[config.mk]
export PLATFORM = sky130hd
export DESIGN_NAME = rfde_front
export DESIGN_NICKNAME = d
export VERILOG_FILES = /design/src/sv/rfde_pkg.sv /design/src/sv/rfde_front.sv
export SDC_FILE = /design/constraint.sdc
export NUM_CORES = 1
export LEC_CHECK = 0
export BUFFER_PORTS_ARGS = -buffer_cell sky130_fd_sc_hd__buf_2
export CAP_MARGIN = 20
export CELL_PAD_IN_SITES_DETAIL_PLACEMENT = 0
export CELL_PAD_IN_SITES_GLOBAL_PLACEMENT = 2
export CORE_ASPECT_RATIO = 0.7
export CORE_MARGIN = 8
export CORE_UTILIZATION = 10
export DETAILED_ROUTE_END_ITERATION = 8
export GPL_TIMING_DRIVEN = 0
export PLACE_DENSITY_LB_ADDON = 0.3
export SYNTH_ARGS = -nofsm -noshare
export SYNTH_HDL_FRONTEND = slang
export SYNTH_SLANG_ARGS = --single-unit
[constraint.sdc]
create_clock -name vclk -period 1.9
set_input_delay 0.38 -clock vclk [all_inputs]
set_output_delay 0.38 -clock vclk [all_outputs]
set_load 0.02 [all_outputs]
[src/sv/rfde_pkg.sv]
// shared types and constants of the rotated framebuffer draw engine
`default_nettype none
package rfde_pkg;

    // coordinate width, wide enough for glyph corners far off screen
    localparam int CW = 11;
    localparam int SCALE_W = 5;
    localparam int GLYPH_BITS = 40;
    localparam int GIDX_W = 6;
    localparam int INDEX_W = 9;

    typedef enum logic [1:0] {
        OP_CLEAR = 2'd0,
        OP_RECT  = 2'd1,
        OP_GLYPH = 2'd2,
        OP_READ  = 2'd3
    } op_t;

    // classified command as it travels from front to back
    typedef struct packed {
        op_t                   op;
        logic [CW-1:0]         x0;
        logic [CW-1:0]         y0;
        logic [CW-1:0]         w;
        logic [CW-1:0]         h;
        logic                  on;
        logic [GLYPH_BITS-1:0] glyph;
        logic [SCALE_W-1:0]    scale;
        logic [INDEX_W-1:0]    idx;
        logic                  skip;
    } cmd_t;

    typedef enum logic [2:0] {
        ST_CLEAR,
        ST_IDLE,
        ST_GLYPH,
        ST_RD,
        ST_WR,
        ST_READ,
        ST_DONE
    } state_t;

    typedef struct packed {
        logic boot;
        logic idle;
    } status_t;

endpackage
`default_nettype wire

[src/sv/rfde_front.sv]
// front end: accepts commands and classifies them for the back end
`default_nettype none
module rfde_front #(
    parameter int SCREEN_COLUMNS = 128,
    parameter int SCREEN_PAGES = 4,
    parameter int MAX_SCALE = 8
) (
    input  wire logic [1:0]          op,
    input  wire logic [4:0]          pos_x,
    input  wire logic [6:0]          pos_y,
    input  wire logic [5:0]          rect_width,
    input  wire logic [7:0]          rect_height,
    input  wire logic                pixel_on,
    input  wire logic [39:0]         glyph_bits,
    input  wire logic [3:0]          glyph_scale,
    input  wire logic [8:0]          byte_index,
    input  wire logic                in_valid,
    output logic                     in_ready,
    input  wire logic                q_full,
    input  wire logic                boot,
    output logic                     push,
    output rfde_pkg::cmd_t           cmd
);
    import rfde_pkg::*;

    localparam int STORE_SIZE = SCREEN_PAGES * SCREEN_COLUMNS;

    logic [SCALE_W-1:0] scale_sat;
    logic               y_off;

    // no transfer during the clearing pass after reset
    assign in_ready = !q_full && !boot;
    assign push = in_valid && in_ready;

    // saturate the glyph scale
    assign scale_sat = (SCALE_W'(glyph_scale) > SCALE_W'(MAX_SCALE)) ?
                       SCALE_W'(MAX_SCALE) : SCALE_W'(glyph_scale);
    assign y_off = int'(pos_y) >= SCREEN_COLUMNS;

    // build the command and flag those that touch nothing
    always_comb
    begin
        cmd.op = op_t'(op);
        cmd.x0 = CW'(pos_x);
        cmd.y0 = CW'(pos_y);
        cmd.w = CW'(rect_width);
        cmd.h = CW'(rect_height);
        cmd.on = pixel_on;
        cmd.glyph = glyph_bits;
        cmd.scale = scale_sat;
        cmd.idx = byte_index;
        case (op_t'(op))
            OP_RECT:  cmd.skip = (rect_width == 6'd0) || (rect_height == 8'd0) || y_off;
            OP_GLYPH: cmd.skip = (scale_sat == '0) || y_off;
            OP_READ:  cmd.skip = int'(byte_index) >= STORE_SIZE;
            default:  cmd.skip = 1'b0;
        endcase
    end
endmodule
`default_nettype wire

==> metrics.cfg <==
[sta]
rsz0062_at_grt=false
tns_ps=0
maxSlewViolCount=0
hold_viol=0
setup-violations-final=0
fmax_mhz=563
finalCriticalPeriod_ps=1780
min_period_over_period_pct=93.4

[finish]
final_nets=333
drive_gt1_share_pct=86.1
clkbuf_count=0
area.growth.synth_to_final_pct=87.9
seq_cells=0
final_cells=364
diodes=0
register_area_sq_um=0
num-fill-cells=979

[synth]
yosys_warnings=0
netlist_top_cells_area=buf_4 (84%), and2b_2 (3.0%), ha_1 (2.9%)
syn_area_per_cell_sq_um=7.36
post-synth-top-area-fraction_pct=83.9
ys_top_cells_by_count=buf_4 (97), and2b_2 (3), nand3_1 (3), nor4_1 (3)
netlist-cell-type-count=13
synthCells=118
synth_top_area_cell=buf_4
syn-cell-area_sq_um=868
yosysSeqAreaShare_pct=0
yosysMostFrequentCell=buf_4

[floorplan]
die-area_sq_um=12000
coreArea_sq_um=8440
die_h_microns=94.0
die_w_microns=127
initial_core_util_pct=10.3
rows=28
pin_count=189

[job]
maxCapViolCount=0

[place]
port_buffers=108
dp_hpwl_mm=3.77
gp_congestion=0.663
dp.cells=364

[run_status]
outcome=finished clean

[routing]
antenna_left=0
avgRoutedWirePerCell_microns=10.5
vias_per_cell=2.64
vias=960
drtPass1Iterations=3
drtIter0Drc=10
routed_wl_mm=3.84
drc=0

[global_routing]
grt_pass1_wl_mm=5.27
grt_max_degree=6
antenna_found_initial=0
gr-usage-all-layers_pct=5.20
overflow=0
grt_pass1_vias=1041

[setup_path]
cp.required_ps=1520
cp.arrival_ps=1400
worst-path-max-fanout=3
end_kind=primary output
cp-start-kind=primary input
criticalPathCategory=primary input to primary output

[worst_hold_path]
hold_path_class=primary input to primary output
min_path_cells=2

[power]
vdd_drop_max_mv=0.0537
power.density_nw_per_um2=273
p_leak_uw=0.00103

[clock_network]
cts_hold_buffers=0

[cells by family (layout without fill, tap and decap cells)]
logic type | Yosys count | after routing | synth area share, %
adders and majority gates | 2 | 2 | 2.88
buffers and inverters | 100 | 208 | 85.2
other | 1 | 19 | 0.432
and+or+nand+nor | 15 | 15 | 11.5
[path summary, 6_finish.rpt]
check	start	to
worst max-delay path	op[0]	cmd[0]
worst min-delay path	glyph_bits[10]	cmd[25]
[report_power, final]
group	total (uW)	switching, uW	internal, uW
Combinational	445	233	212
Sequential	0	0	0
Clock	0	0	0
[per-stage QoR]
step	worst slack (ps)	total power (uW)	utilization (%)	hold slack [ps]	cell area, sq um
after floorplan	405	324	-	840	936
after global placement	92.7	448	19.3	981	1630
after detailed placement	76.0	447	19.3	982	1630
after CTS	76.0	448	19.3	982	1630
after global routing	0.542	476	19.3	984	1630
final	125	445	19.3	980	1630
[cells in the final DEF, fill, tap and decap left out, drive strengths merged]
cell type and n:
inv 2, nor4 4, and2 1, ha 2, buf 204, clkbuf 2
nand3b 1, and2b 3, nor2 2, nor2b 1, nand3 3, conb 19
[worst max-delay path, stage by stage]
cell	delay, ps
buf_2	110
inv_1	40
ha_1	320
nor4_2	140
nand3b_1	130
nand3_1	100
clkbuf_4	170
[metal layers]
metal | up-vias | part of all wire (%) | track usage (%) | routed length, microns
met5 | - | 0 | 0 | 0
li1 | 499 | - | - | -
met4 | 0 | 0 | 0 | 0
met2 | 67 | 59 | 11.7 | 2260
met3 | 0 | 13 | 2.04 | 504
met1 | 394 | 28 | 4.31 | 1070
[layout make-up]
| cell class | count | area, sq um | share of cell area (%) |
|---|---|---|---|
| Inverter | 2 | 7.51 | 0.460 |
| Tap cell | 120 | 150 | 9.20 |
| Timing Repair Buffer | 108 | 543 | 33.3 |
| Buffer | 98 | 732 | 44.9 |
| Multi-Input combinational cell | 36 | 199 | 12.2 |
[what timing repair did]
| action | CTS | global route |
|---|---|---|
| resized for setup | 0 | 2 |
| buffers inserted | 0 | 0 |
| setup endpoints to repair | 0 | 1 |
Power figures use the tool's default switching activity.
