## config.mk

```make
export PLATFORM = sky130hd
export DESIGN_NAME = rfde_queue
export DESIGN_NICKNAME = d
export VERILOG_FILES = /design/src/sv/rfde_pkg.sv /design/src/sv/rfde_queue.sv
export SDC_FILE = /design/constraint.sdc
export NUM_CORES = 1
export LEC_CHECK = 0
export ABC_AREA = 0
export BUFFER_PORTS_ARGS = -buffer_cell sky130_fd_sc_hd__buf_4
export CAP_MARGIN = 15
export CORE_AREA = 2 2 130 132
export CTS_CLUSTER_DIAMETER = 50
export DETAILED_ROUTE_END_ITERATION = 10
export DIE_AREA = 0 0 132 134
export PLACE_DENSITY = 0.75
export SETUP_SLACK_MARGIN = 0.3
export SYNTH_ARGS = -nofsm -noshare
export SYNTH_HDL_FRONTEND = slang
export SYNTH_SLANG_ARGS = --single-unit
```

## constraint.sdc

```tcl
create_clock -name clk -period 5.2 [get_ports clk]
set_clock_uncertainty 0.2 [all_clocks]
set_input_delay 0 -clock clk [delete_from_list [all_inputs] [get_ports clk]]
set_output_delay 0 -clock clk [all_outputs]
set_load 0.1 [all_outputs]
```

## src/sv/rfde_pkg.sv

```systemverilog
// shared types and constants of the rotated framebuffer draw engine
`default_nettype none
package rfde_pkg;

    // coordinate width, wide enough for glyph corners far off screen
    localparam int CW = 11;
    localparam int SCALE_W = 5;
    localparam int GLYPH_BITS = 40;
    localparam int GIDX_W = 6;
    localparam int INDEX_W = 9;

    typedef enum logic [1:0] {
        OP_CLEAR = 2'd0,
        OP_RECT  = 2'd1,
        OP_GLYPH = 2'd2,
        OP_READ  = 2'd3
    } op_t;

    // classified command as it travels from front to back
    typedef struct packed {
        op_t                   op;
        logic [CW-1:0]         x0;
        logic [CW-1:0]         y0;
        logic [CW-1:0]         w;
        logic [CW-1:0]         h;
        logic                  on;
        logic [GLYPH_BITS-1:0] glyph;
        logic [SCALE_W-1:0]    scale;
        logic [INDEX_W-1:0]    idx;
        logic                  skip;
    } cmd_t;

    typedef enum logic [2:0] {
        ST_CLEAR,
        ST_IDLE,
        ST_GLYPH,
        ST_RD,
        ST_WR,
        ST_READ,
        ST_DONE
    } state_t;

    typedef struct packed {
        logic boot;
        logic idle;
    } status_t;

endpackage
`default_nettype wire

```

## src/sv/rfde_queue.sv

```systemverilog
// two entry command queue between front and back
`default_nettype none
module rfde_queue (
    input  wire logic           clk,
    input  wire logic           rst_n,
    input  wire logic           push,
    input  rfde_pkg::cmd_t      push_cmd,
    input  wire logic           pop,
    output logic                full,
    output logic                q_valid,
    output rfde_pkg::cmd_t      q_cmd
);
    import rfde_pkg::*;

    cmd_t       slot_reg [2];
    logic       wr_ptr_reg;
    logic       rd_ptr_reg;
    logic [1:0] count_reg;

    assign full = count_reg == 2'd2;
    assign q_valid = count_reg != 2'd0;
    assign q_cmd = slot_reg[rd_ptr_reg];

    // pointers and fill level
    always_ff @(posedge clk or negedge rst_n)
    begin
        if (!rst_n)
        begin
            wr_ptr_reg <= 1'b0;
            rd_ptr_reg <= 1'b0;
            count_reg <= 2'd0;
        end
        else
        begin
            if (push)
            begin
                wr_ptr_reg <= !wr_ptr_reg;
            end
            if (pop)
            begin
                rd_ptr_reg <= !rd_ptr_reg;
            end
            if (push && !pop)
            begin
                count_reg <= count_reg + 2'd1;
            end
            else if (pop && !push)
            begin
                count_reg <= count_reg - 2'd1;
            end
        end
    end

    // entry storage
    always_ff @(posedge clk)
    begin
        if (push)
        begin
            slot_reg[wr_ptr_reg] <= push_cmd;
        end
    end
endmodule
`default_nettype wire

```

==> results of run 1 <==
==> logic make-up (layout without fill, tap and decap cells) <==
logic type / after synthesis / after routing / share of synthesized area
buf+inv: 12 / 360 / 0.0139
flops: 208 / 208 / 0.823
xor+xnor: 5 / 5 / 0.00579
mux: 102 / 102 / 0.152
fa+ha+maj: 1 / 1 / 0.00165
simple gates: 5 / 5 / 0.00380
==> worst register-to-register path: cells and delay by family (launching register included) <==
kind | cells | cell delay (ns)
buffers and inverters | 1 | 0.57
flip-flops | 1 | 0.43
AND/OR/NAND/NOR | 1 | 0.82
==> cell usage in the layout, fill, tap and decap left out, types with 3 or more instances in the layout <==
cell,Yosys,final
edfxtp_1,204,204
xor2_1,4,4
clkinv_2,0,3
dfrtp_1,4,3
mux2_2,102,102
buf_4,1,213
clkbuf_1,0,6
clkbuf_16,0,23
clkbuf_8,0,3
dlygate4sd3_1,0,106
==> area by class of cell <==
type | instances | share of cell area
Clock buffer | 32 | 0.0575
Clock inverter | 8 | 0.00619
Inverter | 1 | 0.000338
Multi-Input combinational cell | 113 | 0.112
Sequential cell | 208 | 0.560
Tap cell | 220 | 0.0248
Timing Repair Buffer | 319 | 0.239
==> metal layers <==
metal / wire length, um / vias up / part of all wire / track usage
li1: - / 1987 / - / -
met1: 6120 / 2139 / 0.38 / 0.201
met2: 8620 / 163 / 0.53 / 0.326
met3: 1040 / 34 / 0.064 / 0.0442
met4: 418 / 0 / 0.026 / 0.0568
met5: 0 / - / 0 / 0
==> cells in the mapped netlist <==
library cell / number / share of area
or2_2: 1 / 0.00083
inv_1: 1 / 0.00050
mux2_2: 102 / 0.15
xnor2_1: 1 / 0.0012
xor2_1: 4 / 0.0046
buf_2: 3 / 0.0020
nor2_1: 1 / 0.00050
edfxtp_1: 204 / 0.81
ha_1: 1 / 0.0017
dfrtp_1: 4 / 0.013
and2_1: 1 / 0.00083
nor2b_1: 2 / 0.0017
buf_4: 1 / 0.00099
buf_6: 7 / 0.010
==> worst max-delay path by stage <==
stage / start / to / slack, ns / cells past startpoint
after floorplan: wr_ptr_reg / slot_reg[0][0] / 1.50 / 1
after global placement: rd_ptr_reg / q_cmd[69] / 2.73 / 3
after detailed placement: rd_ptr_reg / q_cmd[19] / 2.72 / 3
after CTS: rd_ptr_reg / q_cmd[19] / 2.19 / 3
after global routing: rd_ptr_reg / q_cmd[39] / 2.09 / 3
final: rd_ptr_reg / q_cmd[14] / 2.24 / 3
==> per-stage QoR <==
step | instance area [um2] | cells | setup WS, ns
after floorplan | 7570 | 333 | 1.50
after detailed placement | 9350 | 755 | 2.72
final | 11100 | 901 | 2.24
after CTS | 11100 | 901 | 2.19
after global placement | 9350 | 755 | 2.73
after global routing | 11100 | 901 | 2.09
==> timing repair <==
action | in CTS | in global routing
gates resized for setup | 0 | 0
endpoints found under the hold margin | 212 | 0
endpoints found under the setup margin | 0 | 0
hold buffers | 106 | 0
==> summary.txt, run 1 <==
Setup path
  • Reg2Reg Depth: 2
  • Buf/Inv on CP: 2
  • Critical path, cell by cell: buf_4, mux2_2, buf_4
  • CP startpoint kind: flip-flop
  • Critical path class: reg -> out
  • Critical Path RT: 5.00 ns
  • Top Family by Delay on Critical Path: flip-flops
  • Arr. time, crit path: 2.76 ns
  • Crit path max fanout: 57
  • Max incr delay on CP: 0.93 ns
  • CP dominant cell by count: buf_4
  • Crit Reg-Reg Endpoint: slot_reg[1][72]
  • Crit path max-delay cell type: dfrtp_4
  • Setup slack, reg-to-reg: 2.81 ns
  • Crit end category: primary output
  • Reg2reg start: wr_ptr_reg

Drt
  • Iteration-0 DRC Markers: 182
  • Pre-antenna DRT Iters: 4
  • Routed WL: 16200 um
  • Via count: 4323
  • Vias per inst: 4.80
  • Detail Route Antenna Nets: 0
  • Post-route DRC: 0
  • Routed WL per cell: 18.0 um

Floorplan
  • Initial Utilization: 0.464
  • CORE AREA: 16300 um2
  • Die Width: 132 um
  • Die span in y: 134 um
  • Die ar.: 17700 um2
  • Top Ports: 210
  • Number of cell rows: 47

Global routing
  • Initial antenna violation count: 0
  • Largest net degree at the start of global routing: 70
  • Global-route wire length before repair: 24500 um
  • Tot GR Track Use: 0.177
  • Number of global-route vias before repair: 4730
  • Total grt overflow: 0

Placement
  • GP Congestion: 0.728
  • HPWL after DPL: 9150 um
  • IO Port Bufs: 209

Logic synthesis
  • Syn Nets: 440
  • Gate Count Post-Synth: 333
  • Yosys warns: 0
  • Syn Std Cell Area: 7560 um2
  • Seq/Total Area, Yosys: 0.823
  • Register bit total from synthesis: 208
  • Synth unique cells: 14
  • Syn avg cell area: 22.7 um2

STA
  • Setup TNS: 0 ns
  • Unrepaired setup endpoints after global routing: no
  • Worst-margin pin slew: 0.993 ns
  • Max Slew Vio Count: 0
  • Final setup viols: 0
  • Rel. slew slack: 0.338
  • Count of final hold-check violations: 0
  • Fin crit share: 0.570
  • Achievable Freq: 0.337 GHz
  • Final hold slack: 0.0317 ns
  • Post-layout minimum cycle time: 2.96 ns

Finish
  • Reg area: 6230 um2
  • Fill count: 1031
  • Multi-input logic area: 1240 um2
  • Total Nets Final: 772
  • # diodes: 0
  • Area Growth Syn to Fin: 47.0%
  • Max FFs per register: 204
  • Post-layout util: 0.683
  • Share of cells above drive strength 1: 0.515

Clock network
  • Root buf cell: clkbuf_16
  • Clk buf depth: 3
  • TritonCTS Buffers: 22
  • Worst-Skew Late Latency: 0.48 ns
  • Postcts setup bufs: 0
  • H-tree levels: 1
  • Clk sink count: 208
  • CTS tree: built
  • Worst-path clk slew: 0.06 ns

Min path
  • Hold path startpoint: pop
  • Worst Hold Depth: 3
  • Min-Delay Path Class: in -> reg
  • Hold EP: rd_ptr_reg

Run status
  • Status: finished clean

Run
  • Total of max-cap violations: 0
Power of run 1 is left out: the tool's default activity adds up to more than one toggle a clock period on the data nets, which glitch-free logic cannot reach.
==> run 2: changes to the inputs <==
==> constraint.sdc (replaced) <==
create_clock -name clk -period 2.69 [get_ports clk]
set_clock_uncertainty 0.2 [all_clocks]
set_input_delay 0 -clock clk [delete_from_list [all_inputs] [get_ports clk]]
set_output_delay 0 -clock clk [all_outputs]
set_load 0.1 [all_outputs]
==> run 2 against run 1 <==
Compared with the run above: critical path depth stayed put; non-clock buffer count stayed put; wire length is 3.9% lower; cell count is 0.22% higher; highest routed layer unchanged; register-to-register slack worse by 1.8 ns.
==> summary.txt, run 2 (synthesis gave the netlist of run 1 again) <==
Run status
  • Status: finished clean (unchanged)

Clock network
  • Worst-path clk slew: 0.06 ns (about the same)
  • Clk sink count: 208 (unchanged)
  • Root buf cell: clkbuf_16 (unchanged)
  • Post-CTS Resized: 0 (unchanged)
  • CTS tree: built (unchanged)
  • Worst-Skew Late Latency: 0.48 ns (about the same)
  • TritonCTS Buffers: 23 (was 22)
  • H-tree levels: 1 (unchanged)
  • Clk buf depth: 3 (unchanged)
  • Postcts setup bufs: 0 (unchanged)

Placement
  • DP Worst Slack: 0.972 ns (was 2.72 ns)
  • Dpl cell area: 9390 um2 (was 9350 um2)
  • IO Port Bufs: 209 (unchanged)
  • GP Congestion: 0.745 (was 0.728)
  • HPWL after DPL: 8820 um (was 9150 um)

STA
  • Fin crit share: 0.822
  • Count of final hold-check violations: 0 (unchanged)
  • Fin worst setup slack: 0.480 ns (was 2.24 ns)
  • Post-layout minimum cycle time: 2.21 ns
  • Setup TNS: 0 ns (unchanged)
  • Unrepaired setup endpoints after global routing: no (unchanged)
  • Max Slew Vio Count: 0 (unchanged)
  • Rel. slew slack: 0.564 (was 0.338)
  • Achievable Freq: 0.452 GHz
  • Final setup viols: 0 (unchanged)
  • Worst-margin pin slew: 0.654 ns (was 0.993 ns)

Drt
  • Routed WL per cell: 17.2 um (was 18.0 um)
  • Detail Route Antenna Nets: 0 (unchanged)
  • Via count: 4317 (was 4323)
  • Vias per inst: 4.78 (was 4.80)
  • Pre-antenna DRT Iters: 6 (was 4)
  • Iteration-0 DRC Markers: 205 (was 182)
  • Routed WL: 15600 um (was 16200 um)
  • Post-route DRC: 0 (unchanged)

Setup path
  • Max incr delay on CP: 0.43 ns (was 0.93 ns)
  • Top Family by Delay on Critical Path: buffers and inverters (was flip-flops)
  • Crit path max-delay cell type: buf_4 (was dfrtp_4)
  • Buf/Inv on CP: 2 (unchanged)
  • Crit Reg-Reg Endpoint: slot_reg[0][63] (was slot_reg[1][72])
  • CP dominant cell by count: buf_4 (unchanged)
  • Setup slack, reg-to-reg: 1.00 ns (was 2.81 ns)
  • CP startpoint kind: flip-flop (unchanged)
  • Critical path, cell by cell: buf_4, mux2_2, buf_4 (unchanged)
  • Reg2reg start: wr_ptr_reg (unchanged)
  • Crit path max fanout: 38 (was 57)
  • Critical Path RT: 2.49 ns (was 5.00 ns)
  • Crit end category: primary output (unchanged)
  • Critical path class: reg -> out (unchanged)
  • Arr. time, crit path: 2.01 ns (was 2.76 ns)
  • Reg2Reg Depth: 2 (unchanged)

Floorplan
  • Die ar.: 17700 um2 (unchanged)
  • Die Width: 132 um (unchanged)
  • Die span in y: 134 um (unchanged)
  • CORE AREA: 16300 um2 (unchanged)
  • Number of cell rows: 47 (unchanged)
  • Initial Utilization: 0.464 (unchanged)
  • Top Ports: 210 (unchanged)

Global routing
  • Initial antenna violation count: 0 (unchanged)
  • Total grt overflow: 0 (unchanged)
  • Global-route wire length before repair: 24400 um (was 24500 um)
  • Largest net degree at the start of global routing: 103 (was 70)
  • Tot GR Track Use: 0.174 (was 0.177)
  • Number of global-route vias before repair: 4792 (was 4730)

Finish
  • Final instance area: 11200 um2 (was 11100 um2)
  • Total Nets Final: 773 (was 772)
  • Post-layout util: 0.688 (was 0.683)
  • # diodes: 0 (unchanged)
  • Area Growth Syn to Fin: 48.2% (was 47.0%)
  • Fill count: 1060 (was 1031)
  • Commonest cells after routing, fill and taps aside: buf_4, edfxtp_1, dlygate4sd3_1 (unchanged)
  • Commonest non-fill, non-tap cell in the layout: buf_4 (unchanged)
  • Max FFs per register: 204 (unchanged)
  • Share of cells above drive strength 1: 0.515 (about the same)

Min path
  • Min-Delay Path Class: in -> reg (unchanged)
  • Hold EP: slot_reg[1][52] (was rd_ptr_reg)
  • Worst Hold Depth: 2 (was 3)
  • Hold path startpoint: push_cmd[52] (was pop)

Run
  • Total of max-cap violations: 0 (unchanged)
-- run 2: changes by cell type in the layout (fill, tap and decap cells not counted) --
cell | previous run | this run
buf_12 | 0 | 3
buf_4 | 213 | 210
bufinv_16 | 1 | 3
clkbuf_1 | 6 | 8
clkbuf_8 | 3 | 2
clkinv_1 | 2 | 1
clkinv_2 | 3 | 2
clkinv_4 | 1 | 0
inv_6 | 0 | 2
-- run 2: layout make-up --
class | instances | area (um2) | area share
well taps | 220 | 275 | 0.0246
repair buffers | 319 | 2700 | 0.241
clock buffers | 33 | 633 | 0.0565
clock inverters | 9 | 129 | 0.0115
inverters | 1 | 3.75 | 0.000335
multi-input cells | 113 | 1240 | 0.111
flip-flops and latches | 208 | 6230 | 0.556
-- run 2: worst max path at each step --
stage / startpoint / to / slack (ns) / cells past startpoint
4_1_cts: rd_ptr_reg / q_cmd[73] / 0.44 / 3
6_report: rd_ptr_reg / q_cmd[7] / 0.48 / 3
5_1_grt: rd_ptr_reg / q_cmd[6] / 0.38 / 3
2_1_floorplan: wr_ptr_reg / slot_reg[0][0] / 0.13 / 1
3_3_place_gp: rd_ptr_reg / q_cmd[65] / 1.00 / 3
3_5_place_dp: rd_ptr_reg / q_cmd[73] / 0.97 / 3
-- run 2: layer usage --
metal,GRT usage,vias up,wire (um)
met3,0.0385,37,1060
met4,0.0550,0,386
met5,0,-,0
li1,-,1993,-
met1,0.214,2101,6150
met2,0.309,186,7970
-- run 2: timing repair --
| action | in CTS | in global routing |
|---|---|---|
| hold endpoints to repair | 212 | 0 |
| hold buffers | 106 | 0 |
| endpoints found under the setup margin | 0 | 0 |
-- run 2: per-stage QoR --
| stage | instances | hold WS [ns] |
|---|---|---|
| floorplan | 333 | -0.496 |
| global placement | 755 | -0.402 |
| detailed placement | 755 | -0.398 |
| CTS | 903 | 0.0115 |
| global route | 903 | 0.0163 |
| finish | 903 | 0.0327 |
Power of run 2 is left out for the same reason.
